## src/sv/jbhe_pkg.sv

```systemverilog
// Shared types, constants and code tables of the JPEG block Huffman encoder.
package jbhe_pkg;

	localparam int COEFF_BITS = 12;
	localparam int AMP_W      = COEFF_BITS + 1;
	localparam int SIZE_W     = $clog2(AMP_W + 1);
	localparam int CODE_W     = 22;
	localparam int LEN_W      = 5;
	localparam int RUN_W      = 6;
	localparam int HC_W       = 16;
	localparam int DC_CATS    = 12;

	localparam logic [RUN_W-1:0]  RUN_MAX  = {RUN_W{1'b1}};
	localparam logic [CODE_W-1:0] EOB_CODE = CODE_W'(4'b1010);
	localparam logic [LEN_W-1:0]  EOB_LEN  = LEN_W'(4);

	typedef enum logic [1:0] {
		FUNC_DC  = 2'd0,
		FUNC_AC  = 2'd1,
		FUNC_EOB = 2'd2,
		FUNC_RSV = 2'd3
	} func_t;

	typedef struct packed {
		logic [SIZE_W-1:0] size;
		logic [AMP_W-1:0]  bits;
	} amp_t;

	typedef struct packed {
		logic             hit;
		logic [HC_W-1:0]  code;
		logic [LEN_W-1:0] len;
	} hc_t;

	typedef struct packed {
		logic [CODE_W-1:0] bits;
		logic [LEN_W-1:0]  len;
		logic              status;
	} res_t;

	function automatic hc_t mk_hc(input logic [HC_W-1:0] code, input int len);
		hc_t r;
		r.hit  = 1'b1;
		r.code = code;
		r.len  = LEN_W'(len);
		return r;
	endfunction

	// Size-category code for a DC difference.
	function automatic hc_t dc_lookup(input logic [SIZE_W-1:0] size);
		hc_t r;
		r = '0;
		case (int'(size))
			0:  r = mk_hc(HC_W'(12'h000), 2);
			1:  r = mk_hc(HC_W'(12'h002), 3);
			2:  r = mk_hc(HC_W'(12'h003), 3);
			3:  r = mk_hc(HC_W'(12'h004), 3);
			4:  r = mk_hc(HC_W'(12'h005), 3);
			5:  r = mk_hc(HC_W'(12'h006), 3);
			6:  r = mk_hc(HC_W'(12'h00E), 4);
			7:  r = mk_hc(HC_W'(12'h01E), 5);
			8:  r = mk_hc(HC_W'(12'h03E), 6);
			9:  r = mk_hc(HC_W'(12'h07E), 7);
			10: r = mk_hc(HC_W'(12'h0FE), 8);
			11: r = mk_hc(HC_W'(12'h1FE), 9);
			default: r = '0;
		endcase
		return r;
	endfunction

	// Run/size code for a nonzero AC coefficient; hit is low when the pair is absent.
	function automatic hc_t ac_lookup(input logic [RUN_W-1:0] run,
			input logic [SIZE_W-1:0] size);
		hc_t r;
		r = '0;
		case (int'(run))
			0: begin
				case (int'(size))
					1: r = mk_hc(16'h0000, 2);
					2: r = mk_hc(16'h0001, 2);
					3: r = mk_hc(16'h0004, 3);
					4: r = mk_hc(16'h000B, 4);
					5: r = mk_hc(16'h001A, 5);
					6: r = mk_hc(16'h0078, 7);
					default: r = '0;
				endcase
			end
			1: begin
				case (int'(size))
					1: r = mk_hc(16'h000C, 4);
					2: r = mk_hc(16'h001B, 5);
					3: r = mk_hc(16'h0079, 7);
					4: r = mk_hc(16'h01F6, 9);
					5: r = mk_hc(16'h07F6, 11);
					6: r = mk_hc(16'hFF84, 16);
					default: r = '0;
				endcase
			end
			5: begin
				if (int'(size) == 1) r = mk_hc(16'h007A, 7);
			end
			6: begin
				if (int'(size) == 2) r = mk_hc(16'h0FF6, 12);
			end
			10: begin
				if (int'(size) == 1) r = mk_hc(16'h01FA, 9);
			end
			default: r = '0;
		endcase
		return r;
	endfunction

endpackage

```

## src/sv/jbhe_amp.sv

```systemverilog
// Size category and amplitude bits of a signed value.
module jbhe_amp (
	input  logic signed [jbhe_pkg::AMP_W-1:0] value,
	output jbhe_pkg::amp_t                    amp
);
	import jbhe_pkg::*;

	logic             neg;
	logic [AMP_W-1:0] mag;
	logic [AMP_W-1:0] mask;
	logic [SIZE_W-1:0] size;

	assign neg = value[AMP_W-1];
	assign mag = neg ? (~value + 1'b1) : value;

	// Bit length of the magnitude: position of the highest set bit, plus one.
	always_comb begin
		size = '0;
		for (int i = 0; i < AMP_W; i++) begin
			if (mag[i]) size = SIZE_W'(i + 1);
		end
	end

	always_comb begin
		for (int i = 0; i < AMP_W; i++) begin
			mask[i] = (i < int'(size));
		end
	end

	// Negative values send the one's complement of the magnitude.
	assign amp.size = size;
	assign amp.bits = neg ? (~mag & mask) : mag;

endmodule

```

## src/sv/jbhe_code.sv

```systemverilog
// Code table lookup and assembly of the code word with its amplitude bits.
module jbhe_code (
	input  jbhe_pkg::func_t                 func,
	input  jbhe_pkg::amp_t                  amp,
	input  logic [jbhe_pkg::RUN_W-1:0]      zero_run,
	output jbhe_pkg::res_t                  res
);
	import jbhe_pkg::*;

	hc_t               hc;
	logic              dc_big;
	logic [CODE_W-1:0] packed_bits;
	logic [LEN_W-1:0]  packed_len;

	assign dc_big = (int'(amp.size) >= DC_CATS);

	always_comb begin
		case (func)
			FUNC_DC: hc = dc_lookup(amp.size);
			FUNC_AC: hc = ac_lookup(zero_run, amp.size);
			default: hc = '0;
		endcase
	end

	assign packed_bits = (CODE_W'(hc.code) << amp.size) | CODE_W'(amp.bits);
	assign packed_len  = hc.len + LEN_W'(amp.size);

	always_comb begin
		res = '0;
		case (func)
			FUNC_EOB: begin
				res.bits = EOB_CODE;
				res.len  = EOB_LEN;
			end
			FUNC_DC, FUNC_AC: begin
				if (hc.hit && !(func == FUNC_DC && dc_big)) begin
					res.bits = packed_bits;
					res.len  = packed_len;
				end else begin
					res.status = 1'b1;
				end
			end
			default: res = '0;
		endcase
	end

endmodule

```

## src/sv/jpeg_block_huffman_encoder_core.sv

```systemverilog
// Top level of the JPEG block Huffman encoder: one zig-zag coefficient per transaction.
// Each result passes through the input register, then the result register;
// zero AC items and unused function codes give no result.
// Items are taken one per cycle unless a result is held in the result register by a receiver stall.
// Reset (arst_n, asynchronous, active low) empties both registers and clears the zero run.
module jpeg_block_huffman_encoder_core (
	input  logic                                 clk,
	input  logic                                 arst_n,
	input  logic                                 item_valid,
	output logic                                 item_stall,
	input  logic [1:0]                           func,
	input  logic signed [jbhe_pkg::COEFF_BITS-1:0] coefficient,
	input  logic signed [jbhe_pkg::COEFF_BITS-1:0] prev_dc,
	output logic                                 result_valid,
	input  logic                                 result_stall,
	output logic [jbhe_pkg::CODE_W-1:0]          code_bits,
	output logic [jbhe_pkg::LEN_W-1:0]           code_length,
	output logic                                 status
);
	import jbhe_pkg::*;

	// Input register stage. It takes a new transaction whenever it is empty or its
	// current item moves on in the same cycle.
	logic                         valid_s1;
	func_t                        func_s1;
	logic signed [COEFF_BITS-1:0] coef_s1;
	logic signed [COEFF_BITS-1:0] prev_s1;

	// The zero run counts AC zeros since the last DC, nonzero AC or end-of-block.
	logic [RUN_W-1:0] zero_run_q;

	logic                    item_accept;
	logic                    s1_emits;
	logic                    res_free;
	logic                    advance_s1;
	logic signed [AMP_W-1:0] diff;
	logic signed [AMP_W-1:0] value;
	amp_t                    amp;
	res_t                    res;

	assign item_accept = item_valid && !item_stall;

	// An item produces a result unless it is an AC zero or the unused function code.
	assign s1_emits = valid_s1 && ((func_s1 == FUNC_DC) || (func_s1 == FUNC_EOB) ||
		((func_s1 == FUNC_AC) && (coef_s1 != '0)));

	// The result register can take a new result when it is empty or being drained.
	assign res_free   = !result_valid || !result_stall;
	assign advance_s1 = valid_s1 && (!s1_emits || res_free);
	assign item_stall = valid_s1 && !advance_s1;

	always_ff @(posedge clk or negedge arst_n) begin
		if (!arst_n) begin
			valid_s1 <= 1'b0;
		end else if (item_accept) begin
			valid_s1 <= 1'b1;
		end else if (advance_s1) begin
			valid_s1 <= 1'b0;
		end
	end

	always_ff @(posedge clk) begin
		if (item_accept) begin
			func_s1 <= func_t'(func);
			coef_s1 <= coefficient;
			prev_s1 <= prev_dc;
		end
	end

	// DC items code the difference to the previous block's DC, which needs one more
	// bit than a coefficient; AC items code the coefficient itself.
	assign diff  = {coef_s1[COEFF_BITS-1], coef_s1} - {prev_s1[COEFF_BITS-1], prev_s1};
	assign value = (func_s1 == FUNC_DC) ? diff : {coef_s1[COEFF_BITS-1], coef_s1};

	jbhe_amp u_amp (
		.value (value),
		.amp   (amp)
	);

	jbhe_code u_code (
		.func     (func_s1),
		.amp      (amp),
		.zero_run (zero_run_q),
		.res      (res)
	);

	// The run is updated as the item leaves the input stage, so each lookup sees the
	// run left by all earlier items in order.
	always_ff @(posedge clk or negedge arst_n) begin
		if (!arst_n) begin
			zero_run_q <= '0;
		end else if (advance_s1) begin
			case (func_s1)
				FUNC_DC, FUNC_EOB: zero_run_q <= '0;
				FUNC_AC: begin
					if (coef_s1 != '0) begin
						zero_run_q <= '0;
					end else if (zero_run_q != RUN_MAX) begin
						zero_run_q <= zero_run_q + 1'b1;
					end
				end
				default: zero_run_q <= zero_run_q;
			endcase
		end
	end

	// Result register; it holds its transaction while the receiver stalls.
	always_ff @(posedge clk or negedge arst_n) begin
		if (!arst_n) begin
			result_valid <= 1'b0;
		end else if (advance_s1 && s1_emits) begin
			result_valid <= 1'b1;
		end else if (!result_stall) begin
			result_valid <= 1'b0;
		end
	end

	always_ff @(posedge clk) begin
		if (advance_s1 && s1_emits) begin
			code_bits   <= res.bits;
			code_length <= res.len;
			status      <= res.status;
		end
	end

	// A flagged result carries no bits.
	a_status_empty: assert property (@(posedge clk) disable iff (!arst_n)
		result_valid && status |-> (code_length == '0) && (code_bits == '0))
		else $error("flagged result carries code bits");

	// Every emitted code has at least one bit.
	a_code_nonempty: assert property (@(posedge clk) disable iff (!arst_n)
		result_valid && !status |-> code_length != '0)
		else $error("emitted code has zero length");

	// DC and end-of-block items restart the run.
	a_run_cleared: assert property (@(posedge clk) disable iff (!arst_n)
		advance_s1 && ((func_s1 == FUNC_DC) || (func_s1 == FUNC_EOB)) |=> zero_run_q == '0)
		else $error("zero run not cleared");

	// The input side stalls only while the input register holds a blocked item.
	a_stall_reason: assert property (@(posedge clk) disable iff (!arst_n)
		item_stall |-> valid_s1 && s1_emits && result_valid && result_stall)
		else $error("input stalled without a blocked result");

endmodule

```

## config.mk

```make
export PLATFORM = sky130hd
export DESIGN_NAME = jpeg_block_huffman_encoder_core
export DESIGN_NICKNAME = d
export VERILOG_FILES = /design/src/sv/jbhe_pkg.sv /design/src/sv/jbhe_amp.sv /design/src/sv/jbhe_code.sv /design/src/sv/jpeg_block_huffman_encoder_core.sv
export SDC_FILE = /design/constraint.sdc
export NUM_CORES = 1
export LEC_CHECK = 0
export ABC_AREA = 1
export BUFFER_PORTS_ARGS = -buffer_cell sky130_fd_sc_hd__buf_4
export CAP_MARGIN = 10
export CORE_ASPECT_RATIO = 0.8
export CORE_MARGIN = 2
export CORE_UTILIZATION = 45
export DETAILED_ROUTE_END_ITERATION = 8
export GPL_TIMING_DRIVEN = 0
export PLACE_DENSITY_LB_ADDON = 0.05
export SLEW_MARGIN = 20
export SYNTH_ARGS = -nofsm -noshare
export SYNTH_HDL_FRONTEND = slang
export SYNTH_SLANG_ARGS = --single-unit
```

## constraint.sdc

```tcl
create_clock -name clk -period 8.3 [get_ports clk]
set_clock_uncertainty 0.15 [all_clocks]
set_input_delay 0.415 -clock clk [delete_from_list [all_inputs] [get_ports clk]]
set_output_delay 0.415 -clock clk [all_outputs]
set_load 0.01 [all_outputs]
```

==> metrics.md <==
| Metric | Value |
|---|---|
| Outcome | finished, final reports clean |
| Top cells by count, synth | nand2_1, inv_1, nand3_1, edfxtp_1, a21oi_1 |
| Global-route wire length before repair | 23700 um |
| Max incr delay on CP | 650 ps |
| Area Overhead vs Synth | 19.1% |
| Max-slew violations | 0 |
| Vias per cell | 5.36 |
| Max Fclk | 0.146 GHz |
| Post-Place Worst Slack | 1530 ps |
| Router iterations before antenna repair | 5 |
| Final net count | 833 |
| Critical path launch point | coef_s1[0] |
| Post-synth top area share | 0.311 |
| Crit Path Max Fanout | 13 |
| Total track usage | 0.239 |
| IO buf count | 59 |
| Hold Path Depth | 1 |
| Post-Layout Cell Count | 927 |
| Compound-Gate Fraction of Synth Area | 0.112 |
| Ports | 60 |
| Syn_nets | 761 |
| Xor and xnor area share after synthesis | 0.0216 |
| TNS Setup | 0 ps |
| Tmin final | 6870 ps |
| Post-Synth Simple-Gate Area | 0.354 |
| Initial DRC Count | 404 |
| Crit path arrival time | 6820 ps |
| Final worst setup slack | 1430 ps |
| Worst hold path class | in -> reg |
| Worst-Margin Slew | 1040 ps |
| YS warnings | 0 |
| Critical path class | reg -> reg |
| Post-route ant nets | 0 |
| Leading post-synthesis cells by cell area | edfxtp_1, nand2_1, nand3_1 |
| Gpl congestion | 0.957 |
| Startpoint types | flip-flop |
| Post-synthesis adder-cell area fraction | 0.0724 |
| Number of core rows | 35 |
| EDFF count, synth | 54 |
| Relative slew margins | 0.306 |
| Placed Area | 5870 um2 |
| Average size of a mapped cell | 7.43 um2 |
| Area leader, netlist | edfxtp_1 |
| Antenna cells | 0 |
| FF-to-FF End | code_length[4] |
| CTS tree | done |
| Clock Sinks | 62 |
| Post-CTS setup buffer count | 0 |
| CTS root buf | clkbuf_16 |
| Die area | 12500 um2 |
| Type of destination of the critical path | flip-flop |
| Vias in the first global route | 4620 |
| # hold bufs at CTS | 1 |
| Share of layout cells above drive strength 1 | 0.199 |
| Largest net degree at the start of global routing | 28 |
| Htree depth | 3 |
| Setup violators final | 0 |
| Most common flop cell mapped by yosys | edfxtp_1 |
| Starting Density | 0.456 |
| Worst EP required | 8250 ps |
| PD cells | 213 nW/um2 |
| Cts repair resizes | 0 |
| Largest family of logic cells by synthesized area | simple AND/OR/NAND/NOR gates |
| Detail Placement HPWL | 11300 um |
| Die width | 124 um |
| Reg-to-reg slack, setup | 1430 ps |
| Mapped Area | 5220 um2 |
| Worst path slowest cell | clkbuf_1 |
| Reg2reg path depth | 42 |
| P_leak | 2.99 nW |
| Worst-path clk slew | 60 ps |
| RSZ-0062 raised after global routing | no |
| DR WL/cell | 15.7 um |
| Async SR Flop Fraction | 0.129 |
| Hold Path End | func_s1[0] |
| Total core area | 11400 um2 |
| Startpoint of the worst hold path | func[0] |
| Most frequent cell after synthesis | nand2_1 |
| Period Utilization, post-route | 0.828 |
| Clk_lat worst skew | 330 ps |
| Initial antenna violation count | 0 |
| Detailed-route via count | 4968 |
| Hold Fails Final Rpt | 0 |
| Max-cap violations | 0 |
| Chip Height | 100 um |
| Synth Register Bits | 62 |
| Critical R2R Launch | coef_s1[0] |
| Post-synthesis mux area share | 0 |
| Post-Synthesis Cells | 702 |
| Total grt overflow | 0 |
| Placed Instances | 910 |
| Unique masters post-synth | 56 |
| Worst-case vdd ir drop | 0.000131 V |
| Clock Tree Buf Depth | 2 |
| CTS Buf Count | 9 |
| Fin area | 6210 um2 |
| Seq/Total Area, Yosys | 0.349 |
| Most used cell, CP | nand2_1 |
| Fin util | 0.544 |
| DRC | 0 |
| Post-Route WL | 14600 um |
==> metal layers <==
metal,GRT usage,up-vias,part of all wire
met1,0.373,2259,0.52
met4,0.0596,0,0.014
met5,0,-,0
met3,0.0522,17,0.078
met2,0.331,180,0.39
li1,-,2512,-
==> logic make-up after synthesis <==
group | after synthesis
xor gates and xnor gates | 12
adders and majority gates | 29
buffers and inverters | 120
DFF | 62
and+or+nand+nor | 378
AOI/OAI and AO/OA | 101
==> worst max-delay path, delay by kind of cell, from the launching register on <==
family | cells | cell delay (ps)
flip-flops | 1 | 430
AO/OA/AOI/OAI | 3 | 450
buffers and inverters | 8 | 1260
adder cells (fa/ha/maj) | 5 | 1580
AND/OR/NAND/NOR | 25 | 2520
XOR/XNOR | 1 | 210
==> cells in the final DEF (no fill, tap or decap), drive strengths merged, types with 2 or more instances in the layout <==
master / netlist / final
nand3: 93 / 93
bufinv: 0 / 2
nor3: 13 / 13
nor2: 49 / 49
buf: 11 / 71
edfxtp: 54 / 54
a31oi: 4 / 4
and2: 2 / 2
o2111ai: 2 / 2
clkbuf: 3 / 13
a21oi: 44 / 44
o21ai: 35 / 35
clkinvlp: 0 / 2
inv: 106 / 108
a41oi: 2 / 2
xnor2: 2 / 2
dfrtp: 8 / 8
or2: 9 / 9
ha: 27 / 27
nor3b: 5 / 5
nand2: 184 / 184
o211ai: 2 / 2
nand4: 15 / 15
o311ai: 2 / 2
a21o: 2 / 2
xor2: 10 / 10
nand3b: 3 / 3
fa: 2 / 2
==> registers in the layout, indices dropped and copies added (netlist names) <==
name	count
code_bits	22
valid_s1	1
func_s1	2
code_length	5
prev_s1	12
status	1
result_valid	1
coef_s1	12
zero_run_q	6
==> worst max-delay path by stage <==
stage,depth (start not counted),to,slack (ps)
global placement,42,code_length[4],1580
global route,38,code_length[4],900
detailed placement,42,code_length[4],1530
finish,42,code_length[4],1430
floorplan,38,code_length[4],2820
CTS,42,code_length[4],1500
==> where the power goes <==
| part | internal [mW] | switching, mW |
|---|---|---|
| Clock | 0.273 | 0.148 |
| Sequential | 0.384 | 0.0137 |
| Combinational | 0.170 | 0.336 |
==> cell type report <==
| cell class | count | area [um2] |
|---|---|---|
| buffer | 14 | 75.1 |
| timing repair buffer | 61 | 473 |
| sequential | 62 | 1820 |
| inverter | 106 | 398 |
| multi-input combinational | 520 | 2930 |
| tap | 148 | 185 |
| clock buffer | 10 | 239 |
| fill | 1097 | 5220 |
| clock inverter | 6 | 92.6 |
==> stage by stage <==
stage	hold slack [ps]	power (mW)
after floorplan	-30.6	0.747
after global routing	92.4	1.41
final	105	1.32
after CTS	96.6	1.32
after global placement	93.5	0.894
after detailed placement	95.9	0.897
Power figures use the tool's default switching activity.
